File: src/design/spa_pkg.sv
// ----------------------------------------------------------------------------
// spa_pkg
// Shared constants, term and control types for the sparse polynomial adder.
// ----------------------------------------------------------------------------
package spa_pkg;

  localparam int MaxTerms  = 16;  // terms per store, 1..32
  localparam int CoefWidth = 16;  // coefficient width, 4..32
  localparam int ExpWidth  = 8;
  localparam int SumWidth  = CoefWidth + 1;

  // command codes
  localparam logic [1:0] CmdLoadFirst  = 2'd0;
  localparam logic [1:0] CmdLoadSecond = 2'd1;
  localparam logic [1:0] CmdAdd        = 2'd2;

  // status codes
  localparam logic [1:0] StatStored = 2'd0;
  localparam logic [1:0] StatFull   = 2'd1;
  localparam logic [1:0] StatSum    = 2'd2;
  localparam logic [1:0] StatZero   = 2'd3;

  typedef struct packed {
    logic                 valid;
    logic [ExpWidth-1:0]  expo;
    logic [CoefWidth-1:0] coef;
  } term_t;

  // per-chain control: insert broadcasts a term, pop shifts toward the head
  typedef struct packed {
    logic                 insert;
    logic                 pop;
    logic [ExpWidth-1:0]  expo;
    logic [CoefWidth-1:0] coef;
  } ctrl_t;

endpackage

File: src/design/spa_cell.sv
// ----------------------------------------------------------------------------
// spa_cell
// One slot of a sorted term chain. Keeps, takes the new term, or takes a
// neighbor's term, depending on the broadcast command and the compares.
// ----------------------------------------------------------------------------
module spa_cell (
  input  logic          clk_i,
  input  logic          rst_ni,
  input  spa_pkg::ctrl_t ctrl_i,
  input  spa_pkg::term_t prev_i,     // toward head
  input  logic          prev_ge_i,   // previous slot stays put on insert
  input  spa_pkg::term_t next_i,     // toward tail
  output spa_pkg::term_t term_o,
  output logic          ge_o
);

  logic                          valid_q, valid_d;
  logic [spa_pkg::ExpWidth-1:0]  expo_q, expo_d;
  logic [spa_pkg::CoefWidth-1:0] coef_q, coef_d;

  // stored term sorts before (or ties with) the new one
  assign ge_o = valid_q && (expo_q >= ctrl_i.expo);

  always_comb begin
    valid_d = valid_q;
    expo_d  = expo_q;
    coef_d  = coef_q;
    if (ctrl_i.insert) begin
      if (!ge_o) begin
        if (prev_ge_i) begin
          valid_d = 1'b1;
          expo_d  = ctrl_i.expo;
          coef_d  = ctrl_i.coef;
        end else begin
          valid_d = prev_i.valid;
          expo_d  = prev_i.expo;
          coef_d  = prev_i.coef;
        end
      end
    end else if (ctrl_i.pop) begin
      valid_d = next_i.valid;
      expo_d  = next_i.expo;
      coef_d  = next_i.coef;
    end
  end

  always_ff @(posedge clk_i or negedge rst_ni) begin
    if (!rst_ni) begin
      valid_q <= 1'b0;
    end else begin
      valid_q <= valid_d;
    end
  end

  always_ff @(posedge clk_i) begin
    expo_q <= expo_d;
    coef_q <= coef_d;
  end

  assign term_o = '{valid: valid_q, expo: expo_q, coef: coef_q};

endmodule

File: src/design/spa_chain.sv
// ----------------------------------------------------------------------------
// spa_chain
// Row of cells holding one store in descending exponent order, head at slot 0.
// ----------------------------------------------------------------------------
module spa_chain (
  input  logic           clk_i,
  input  logic           rst_ni,
  input  spa_pkg::ctrl_t ctrl_i,
  output spa_pkg::term_t head_o,
  output logic           full_o
);

  spa_pkg::term_t terms [spa_pkg::MaxTerms];
  logic           ge    [spa_pkg::MaxTerms];

  for (genvar i = 0; i < spa_pkg::MaxTerms; i++) begin : g_cell
    spa_pkg::term_t prev, next;
    logic           prev_ge;

    if (i == 0) begin : g_head
      assign prev    = '0;
      assign prev_ge = 1'b1;
    end else begin : g_body
      assign prev    = terms[i-1];
      assign prev_ge = ge[i-1];
    end

    if (i == spa_pkg::MaxTerms - 1) begin : g_tail
      assign next = '0;
    end else begin : g_inner
      assign next = terms[i+1];
    end

    spa_cell u_cell (
      .clk_i     (clk_i),
      .rst_ni    (rst_ni),
      .ctrl_i    (ctrl_i),
      .prev_i    (prev),
      .prev_ge_i (prev_ge),
      .next_i    (next),
      .term_o    (terms[i]),
      .ge_o      (ge[i])
    );
  end

  assign head_o = terms[0];
  assign full_o = terms[spa_pkg::MaxTerms-1].valid;

endmodule

File: src/design/sparse_polynomial_adder.sv
// ----------------------------------------------------------------------------
// sparse_polynomial_adder
// Two sorted term chains; loads insert in place, add merges the chain heads.
//
//   channel  dir  handshake               payload
//   in       in   in_valid_i/in_ready_o   command_i, exponent_i, coefficient_i
//   out      out  out_valid_o/out_ready_i status_o, result_exponent_o,
//                                         result_coefficient_o, last_o
//
// Load: the sorted insert happens across the cell row in the accepting cycle.
// Add: one merge step per cycle while the output does not stall it (at most
//   2*MaxTerms steps), then a check that sees both chains empty, then a flush
//   step; the last nonzero term is held back one step so it can carry last.
// Reset empties both chains. A stalled output stalls the merge step that
// would overwrite the held term; no new word is taken until the add is done.
// ----------------------------------------------------------------------------
module sparse_polynomial_adder (
  input  logic                                 clk_i,
  input  logic                                 rst_ni,
  input  logic                                 in_valid_i,
  output logic                                 in_ready_o,
  input  logic [1:0]                           command_i,
  input  logic [spa_pkg::ExpWidth-1:0]         exponent_i,
  input  logic signed [spa_pkg::CoefWidth-1:0] coefficient_i,
  output logic                                 out_valid_o,
  input  logic                                 out_ready_i,
  output logic [1:0]                           status_o,
  output logic [spa_pkg::ExpWidth-1:0]         result_exponent_o,
  output logic signed [spa_pkg::SumWidth-1:0]  result_coefficient_o,
  output logic                                 last_o
);

  localparam logic [1:0] StIdle  = 2'd0;
  localparam logic [1:0] StMerge = 2'd1;
  localparam logic [1:0] StFlush = 2'd2;

  logic [1:0] state_q, state_d;

  spa_pkg::ctrl_t ctrl_a, ctrl_b;
  spa_pkg::term_t head_a, head_b;
  logic           full_a, full_b;

  spa_chain u_chain_a (.clk_i(clk_i), .rst_ni(rst_ni), .ctrl_i(ctrl_a),
                       .head_o(head_a), .full_o(full_a));
  spa_chain u_chain_b (.clk_i(clk_i), .rst_ni(rst_ni), .ctrl_i(ctrl_b),
                       .head_o(head_b), .full_o(full_b));

  // output register
  logic                           out_valid_q, out_valid_d;
  logic [1:0]                     status_q, status_d;
  logic [spa_pkg::ExpWidth-1:0]   rexp_q, rexp_d;
  logic [spa_pkg::SumWidth-1:0]   rcoef_q, rcoef_d;
  logic                           last_q, last_d;

  // held sum term
  logic                           hold_valid_q, hold_valid_d;
  logic [spa_pkg::ExpWidth-1:0]   hold_exp_q, hold_exp_d;
  logic [spa_pkg::SumWidth-1:0]   hold_coef_q, hold_coef_d;

  logic out_free, accept;
  logic take_a, take_b, take_both, chains_empty, term_keep, stall;
  logic [spa_pkg::SumWidth-1:0] ext_a, ext_b, sum_ab, term_coef;
  logic [spa_pkg::ExpWidth-1:0] term_exp;

  assign out_free   = !out_valid_q || out_ready_i;
  assign in_ready_o = (state_q == StIdle) && out_free;
  assign accept     = in_valid_i && in_ready_o;

  // merge step on the two heads
  assign ext_a     = {head_a.coef[spa_pkg::CoefWidth-1], head_a.coef};
  assign ext_b     = {head_b.coef[spa_pkg::CoefWidth-1], head_b.coef};
  assign sum_ab    = ext_a + ext_b;
  assign take_a    = head_a.valid && (!head_b.valid || head_a.expo > head_b.expo);
  assign take_b    = head_b.valid && (!head_a.valid || head_b.expo > head_a.expo);
  assign take_both = head_a.valid && head_b.valid && (head_a.expo == head_b.expo);
  assign chains_empty = !head_a.valid && !head_b.valid;
  assign term_exp  = take_b ? head_b.expo : head_a.expo;
  assign term_coef = take_a ? ext_a : (take_b ? ext_b : sum_ab);
  assign term_keep = !take_both || (sum_ab != '0);
  assign stall     = term_keep && hold_valid_q && !out_free;

  always_comb begin
    state_d      = state_q;
    out_valid_d  = out_valid_q && !out_ready_i;
    status_d     = status_q;
    rexp_d       = rexp_q;
    rcoef_d      = rcoef_q;
    last_d       = last_q;
    hold_valid_d = hold_valid_q;
    hold_exp_d   = hold_exp_q;
    hold_coef_d  = hold_coef_q;
    ctrl_a       = '{insert: 1'b0, pop: 1'b0, expo: exponent_i, coef: coefficient_i};
    ctrl_b       = '{insert: 1'b0, pop: 1'b0, expo: exponent_i, coef: coefficient_i};

    case (state_q)
      StIdle: begin
        if (accept) begin
          case (command_i)
            spa_pkg::CmdLoadFirst, spa_pkg::CmdLoadSecond: begin
              if (command_i == spa_pkg::CmdLoadFirst) begin
                ctrl_a.insert = !full_a;
                status_d      = full_a ? spa_pkg::StatFull : spa_pkg::StatStored;
              end else begin
                ctrl_b.insert = !full_b;
                status_d      = full_b ? spa_pkg::StatFull : spa_pkg::StatStored;
              end
              out_valid_d = 1'b1;
              rexp_d      = '0;
              rcoef_d     = '0;
              last_d      = 1'b1;
            end
            spa_pkg::CmdAdd: begin
              hold_valid_d = 1'b0;
              state_d      = StMerge;
            end
            default: ;  // unused command: dropped
          endcase
        end
      end
      StMerge: begin
        if (chains_empty) begin
          state_d = StFlush;
        end else if (!stall) begin
          ctrl_a.pop = take_a || take_both;
          ctrl_b.pop = take_b || take_both;
          if (term_keep) begin
            if (hold_valid_q) begin
              out_valid_d = 1'b1;
              status_d    = spa_pkg::StatSum;
              rexp_d      = hold_exp_q;
              rcoef_d     = hold_coef_q;
              last_d      = 1'b0;
            end
            hold_valid_d = 1'b1;
            hold_exp_d   = term_exp;
            hold_coef_d  = term_coef;
          end
        end
      end
      StFlush: begin
        if (out_free) begin
          out_valid_d  = 1'b1;
          last_d       = 1'b1;
          status_d     = hold_valid_q ? spa_pkg::StatSum : spa_pkg::StatZero;
          rexp_d       = hold_valid_q ? hold_exp_q : '0;
          rcoef_d      = hold_valid_q ? hold_coef_q : '0;
          hold_valid_d = 1'b0;
          state_d      = StIdle;
        end
      end
      default: state_d = StIdle;
    endcase
  end

  always_ff @(posedge clk_i or negedge rst_ni) begin
    if (!rst_ni) begin
      state_q      <= StIdle;
      out_valid_q  <= 1'b0;
      hold_valid_q <= 1'b0;
    end else begin
      state_q      <= state_d;
      out_valid_q  <= out_valid_d;
      hold_valid_q <= hold_valid_d;
    end
  end

  always_ff @(posedge clk_i) begin
    status_q    <= status_d;
    rexp_q      <= rexp_d;
    rcoef_q     <= rcoef_d;
    last_q      <= last_d;
    hold_exp_q  <= hold_exp_d;
    hold_coef_q <= hold_coef_d;
  end

  assign out_valid_o          = out_valid_q;
  assign status_o             = status_q;
  assign result_exponent_o    = rexp_q;
  assign result_coefficient_o = rcoef_q;
  assign last_o               = last_q;

endmodule

File: config.mk
export PLATFORM = sky130hd
export DESIGN_NAME = sparse_polynomial_adder
export DESIGN_NICKNAME = d
export VERILOG_FILES = /design/src/design/spa_pkg.sv /design/src/design/spa_cell.sv /design/src/design/spa_chain.sv /design/src/design/sparse_polynomial_adder.sv
export SDC_FILE = /design/constraint.sdc
export NUM_CORES = 2
export LEC_CHECK = 0
export ABC_AREA = 1
export BUFFER_PORTS_ARGS = -buffer_cell sky130_fd_sc_hd__buf_4
export CAP_MARGIN = 20
export CORE_ASPECT_RATIO = 2
export CORE_MARGIN = 3
export CORE_UTILIZATION = 60
export CTS_BUF_LIST = sky130_fd_sc_hd__clkbuf_8
export CTS_CLUSTER_DIAMETER = 100
export DETAILED_ROUTE_END_ITERATION = 16
export HOLD_SLACK_MARGIN = 0.02
export PLACE_DENSITY = 0.77
export SLEW_MARGIN = 0
export SYNTH_ARGS = -nofsm -noshare
export SYNTH_HDL_FRONTEND = slang
export SYNTH_SLANG_ARGS = --single-unit
File: constraint.sdc
create_clock -name clk_i -period 5 [get_ports clk_i]
set_input_delay 1 -clock clk_i [delete_from_list [all_inputs] [get_ports clk_i]]
set_output_delay 1 -clock clk_i [all_outputs]
set_load 0.1 [all_outputs]
# After elaboration in Yosys (flattened, before gate mapping)

Cells that the tools add are included.

Register bits: 857
Input port bits: 30
Output and inout port bits: 30
Word-level logic and storage cells: 740

Add/subtract/negate cells: 1
$lt $le $gt $ge: 34
Equality and inequality tests: 46
Mux-type cells: 453
Bitwise gates (word level): 2
Reduce and logical (&&, ||, !) cells: 99

Operators by type and width:

| cell               | count |
|---|---|
| $mux 16            | 126 |
| $mux 8             | 135 |
| $ge 8x8->1         | 32 |
| $mux 17            | 10 |
| $mux 1             | 164 |
| $ne 2x2->1 const B | 39 |
| $reduce_and 2->1   | 32 |
| $pmux 17 s3        | 1 |
| $logic_and 1x1->1  | 42 |
| $pmux 8 s3         | 1 |
| $mux 2             | 11 |
| $add 16x16->17     | 1 |
| $reduce_bool 17->1 | 1 |
| $gt 8x8->1         | 2 |
| $pmux 2 s3         | 2 |
| $pmux 1 s3         | 3 |
| $eq 8x8->1         | 1 |
| $logic_not 1->1    | 8 |
| $reduce_and 4->1   | 2 |
| $reduce_and 8->1   | 1 |
| $reduce_and 7->1   | 1 |
| $logic_or 1x1->1   | 6 |
| $eq 2x1->1 const B | 2 |
| $eq 2x2->1 const B | 2 |
| other kinds (6)    | 10 |

# Logic depth before layout (Yosys ltp)

Depth after elaboration: 11
Gate-level depth with buffers: 20
Depth with buffers taken out: 19

# Hierarchy

From an unflattened synthesis, not the netlist that was laid out.

Cell total of the unflattened synthesis: 6332
Area, all modules: 52869.5 um^2

Modules (own cells, without submodules):

| module                  | times used | cells each | area each (um^2) | seq. area each (um^2) |
|---|---|---|---|---|
| spa_cell                | 32         | 180        | 1521.5           | 745.7 |
| sparse_polynomial_adder | 1          | 568        | 4167.7           | 1691.6 |
| spa_chain               | 2          | 2          | 7.5              | 0.0 |

# Worst setup path before layout

Ideal clock, no wire load.

Kind: input-to-reg
Start point: input out_ready_i
End point: register last_q, in the netlist last_o (enable)
Setup time: 0.413 ns
Data arrival time: 4.405 ns
Data required time: 4.587 ns
Path slack: 0.182 ns
Cell stages on the path: 8
Cells stage by stage: nor2_2 nor2_1 nand2_1 a22oi_1 inv_1 nor3_1 nand2_1 nor2_1

Longest elaborated chain between the ends: 5
Elaborated cells on any way between the ends: 9
Those cells by class: 3 x eq/ne; 6 x reduce/logical

RTL lines:

| item                       | line                           | source |
|---|---|---|
| from (decl)                | sparse_polynomial_adder.sv:26  | `input logic out_ready_i,` |
| $logic_or 1x1->1           | sparse_polynomial_adder.sv:65  | `assign out_free = !out_valid_q \|\| out_ready_i;` |
| $logic_and 1x1->1          | sparse_polynomial_adder.sv:66  | `assign in_ready_o = (state_q == StIdle) && out_free;` |
| named net in_ready_o       | sparse_polynomial_adder.sv:21  | `output logic in_ready_o,` |
| $logic_and 1x1->1          | sparse_polynomial_adder.sv:67  | `assign accept = in_valid_i && in_ready_o;` |
| $ne 2x2->1 (no line)       | n/a                            |  |
| $reduce_and 8->1 (no line) | n/a                            |  |
| to (signal assigned)       | sparse_polynomial_adder.sv:171 | `last_q <= last_d;` |
| to (decl)                  | sparse_polynomial_adder.sv:53  | `logic last_q, last_d;` |

The timed path passes the listed nets, and every way through them passes these cells.
A chain may end at the register's enable or synchronous reset.

# Final worst setup path

Start point: register u_chain_a.g_cell[0].u_cell.coef_q[0] (netlist name)
End point: register u_chain_b.g_cell[9].u_cell.coef_q[5] (netlist name) (enable)

Longest elaborated chain between the ends: 10

RTL lines:

| item                           | line                           | source |
|---|---|---|
| from (decl)                    | spa_cell.sv:19                 | `logic [spa_pkg::CoefWidth-1:0] coef_q, coef_d;` |
| from (signal assigned)         | spa_cell.sv:57                 | `coef_q <= coef_d;` |
| $add 16x16->17                 | sparse_polynomial_adder.sv:72  | `assign sum_ab = ext_a + ext_b;` |
| $reduce_bool 17->1             | sparse_polynomial_adder.sv:79  | `assign term_keep = !take_both \|\| (sum_ab != '0);` |
| $logic_or 1x1->1               | sparse_polynomial_adder.sv:79  |  |
| $logic_and 1x1->1 (2 in a row) | sparse_polynomial_adder.sv:80  | `assign stall = term_keep && hold_valid_q && !out_free;` |
| $mux 1                         | sparse_polynomial_adder.sv:123 | `end else if (!stall) begin` |
| $mux 1                         | sparse_polynomial_adder.sv:121 | `if (chains_empty) begin` |
| $mux 1                         | sparse_polynomial_adder.sv:95  | `case (state_q)` |
| $reduce_bool 2->1 (no line)    | n/a                            |  |
| $reduce_and 2->1 (no line)     | n/a                            |  |
| to (signal assigned)           | spa_cell.sv:57                 |  |
| to (decl)                      | spa_cell.sv:19                 |  |

Every way passes these cells.

==> impl_metrics.env <==
export IMPL_p_per_area_nw_per_um2=436
export IMPL_register_area_um2=25600
export IMPL_final_antenna_net_count=0
export IMPL_syn_instance_count=5719
export IMPL_num_rows=148
export IMPL_synthSimpleGateAreaFrac=0.187
export IMPL_ir_drop_mv=0.377
export IMPL_cp_required_ns=5.47
export IMPL_leakagePower_nw=24.7
export IMPL_synth_warning_count=0
export IMPL_finClkSkew_ns=0.0531
export IMPL_dieWidth_um=209
export IMPL_synth_edf_count=821
export IMPL_synth_compound_area_frac=0.147
export IMPL_worstHoldPathType="input port to async pin"
export IMPL_synth_fa_ha_area_frac=0.0685
export IMPL_tns_ns=0
export IMPL_worstSetupEndpointType="register"
export IMPL_grt_pass1_wl_mm=248
export IMPL_gp_congestion=0.974
export IMPL_clk_pin_slew_ns=0.07
export IMPL_dp_hpwl_mm=121
export IMPL_ys_types=44
export IMPL_cts_resized=0
export IMPL_clock_sinks=857
export IMPL_cts_htree_levels=3
export IMPL_synth_top_family_by_area="simple AND/OR/NAND/NOR gates"
export IMPL_fin_crit_ns=4.19
export IMPL_antenna_found_initial=7
export IMPL_core_area_um2=81300
export IMPL_port_buffers=59
export IMPL_via_per_inst=6.18
export IMPL_async_flop_share=0.0420
export IMPL_path_class="register to register"
export IMPL_avgSynthCellArea_um2=8.61
export IMPL_cts_buffer_depth=3
export IMPL_syn2layout_area_growth_pct=8.78
export IMPL_grt_use_total=0.381
export IMPL_drt_total_wl_mm=166
export IMPL_fill_cells=6874
export IMPL_cts_tree="yes"
export IMPL_initial_core_util=0.606
export IMPL_die_h_um=411
export IMPL_synth_xor_area_frac=0.000356
export IMPL_finalCritPeriodShare=0.837
export IMPL_final_cell_area_um2=53600
export IMPL_root_buffer="clkbuf_8"
export IMPL_tightest_slew_ns=1.09
export IMPL_max_slew_margin_rel=0.264
export IMPL_vias=42592
export IMPL_grt_pass1_vias=41908
export IMPL_final_setup_viol_count=0
export IMPL_startpoint="u_chain_a.g_cell[0].u_cell.coef_q[0]"
export IMPL_syn_area_um2=49200
export IMPL_r2r_cells=15
export IMPL_post_cts_buffers=0
export IMPL_nets=6029
export IMPL_design_die_area_um2=85800
export IMPL_cts_buffers_inserted=120
export IMPL_wl_per_cell_um=24.1
export IMPL_synth_ff_type="edfxtp_1"
export IMPL_drt_pre_antenna_iters=6
export IMPL_path_max_fanout=32
export IMPL_yosys_mux_area_fraction=0
export IMPL_multi_input_area_um2=19900
export IMPL_r2r_start="u_chain_a.g_cell[0].u_cell.coef_q[0]"
export IMPL_place_area_um2=51000
export IMPL_synth_fp_nets=6018
export IMPL_drv_cap=0
export IMPL_grt_ovfl_total=0
export IMPL_final_hold_violation_count=0
export IMPL_drc=0
export IMPL_ios=60
export IMPL_rsz0062_at_grt="no"
export IMPL_clock_latency_ns=0.88
export IMPL_hold_buffers=0
export IMPL_cp_data_arrival_time_ns=4.66
export IMPL_cp_start_kind="register"
export IMPL_ys_seq_area_frac=0.519
export IMPL_drv_slew=0
export IMPL_synth_seq_cells=857
export IMPL_drive_gt1_frac=0.0764
export IMPL_fmax_mhz=239
export IMPL_first_iter_violations=4719
export IMPL_grt_max_degree=157
export IMPL_outcome="complete, no violations"
==> logic make-up after synthesis <==
family	count (synthesis)
adder cells (fa/ha/maj)	269
XOR/XNOR	2
AND/OR/NAND/NOR	2295
buffers and inverters	986
flip-flops	857
AO/OA/AOI/OAI	1310
==> flip-flops by register name, indices dropped and copies added (netlist names), 8 cells and up <==
signal	count
hold_exp_q	8
result_coefficient_o	17
result_exponent_o	8
u_chain_b.g_cell.u_cell.valid_q	16
u_chain_b.g_cell.u_cell.expo_q	128
hold_coef_q	17
u_chain_a.g_cell.u_cell.expo_q	128
u_chain_b.g_cell.u_cell.coef_q	256
u_chain_a.g_cell.u_cell.coef_q	256
u_chain_a.g_cell.u_cell.valid_q	16
==> critical path: stages (launching register included) <==
cell      delay (ns)
edfxtp_1        0.46
ha_1            0.30
fa_1            0.46
nand2_1         0.12
nand2_1         0.08
nand3_1         0.10
nand2_1         0.16
nand2_1         0.09
nand2_1         0.06
nor2_1          0.18
nand3_1         0.15
nor2_4          0.13
nand4_4         0.15
nand3_4         0.19
nand3_4         0.48
nand2_4         0.63
==> routing by layer <==
layer / track usage / share of wire
met1: 0.396 / 0.32
met2: 0.649 / 0.49
met3: 0.0838 / 0.081
met4: 0.329 / 0.10
met5: 0 / 0
==> path summary, 6_finish.rpt <==
| kind | to | slack (ns) |
|---|---|---|
| worst max-delay path | u_chain_b.g_cell[9].u_cell.coef_q[5] | 0.81 |
| worst min register to register | u_chain_b.g_cell[3].u_cell.coef_q[11] | 0.52 |
| worst min-delay path | u_chain_a.g_cell[12].u_cell.valid_q | 0.20 |
| min in group clk_i | u_chain_b.g_cell[3].u_cell.coef_q[11] | 0.52 |
| worst max register to register | u_chain_b.g_cell[9].u_cell.coef_q[5] | 0.81 |
| max in group asynchronous | u_chain_a.g_cell[0].u_cell.valid_q | 4.30 |
==> per-stage QoR <==
stage	worst slack, ns	hold slack [ns]	power (mW)	instances	util
3_3_place_gp	0.748	0.481	17.1	6653	0.627
2_1_floorplan	0.182	0.469	14.9	5719	-
4_1_cts	0.884	0.140	23.2	6886	0.659
5_1_grt	0.564	0.181	24.3	6890	0.659
3_5_place_dp	0.670	0.502	17.3	6656	0.627
6_report	0.813	0.204	23.3	6894	0.659
==> cell usage after synthesis, types with 19 or more instances <==
cell type	number	area share
clkinv_1	19	0.0014
a21o_1	53	0.0081
edfxtp_1	821	0.50
buf_2	61	0.0062
nor2_1	126	0.0096
o21ai_1	23	0.0023
nand3_1	248	0.025
clkbuf_1	234	0.018
nand4_1	20	0.0025
o22ai_1	175	0.022
a22oi_1	75	0.011
nand2_1	1849	0.14
ha_1	268	0.068
o21ai_0	608	0.062
a21oi_1	327	0.033
dfrtp_1	36	0.018
inv_1	638	0.049
==> power breakdown <==
group | switching (mW) | internal [mW] | leakage, nW | total, mW
clock | 2.94 | 3.05 | 1.47 | 5.98
combinational | 4.94 | 1.81 | 15.2 | 6.76
sequential | 0.828 | 9.78 | 8.02 | 10.6
==> final cells by class <==
type / count / area share
antenna: 6 / 0.000280
clock buffer: 137 / 0.0352
clock inverter: 93 / 0.0128
inverter: 672 / 0.0475
multi-input combinational: 3876 / 0.371
sequential: 857 / 0.477
tap: 1050 / 0.0245
timing repair buffer: 203 / 0.0314
==> cell usage in the layout (no fill, tap or decap), types with 8 or more instances in the layout <==
cell	n
a21boi_0	11
a21o_1	53
a21oi_1	327
a22oi_1	75
buf_12	13
buf_4	188
bufinv_16	10
clkbuf_8	137
clkinv_1	39
clkinv_2	21
dfrtp_1	36
edfxtp_1	821
ha_1	268
inv_1	671
inv_2	15
nand2_1	1849
nand2_2	9
nand2_4	10
nand3_1	248
nand4_1	20
nor2_1	125
nor2_2	15
o2111ai_1	8
o211ai_1	13
o21ai_0	608
o21ai_1	23
o22ai_1	175
o41ai_1	9
(Power assumes the default switching activity.)
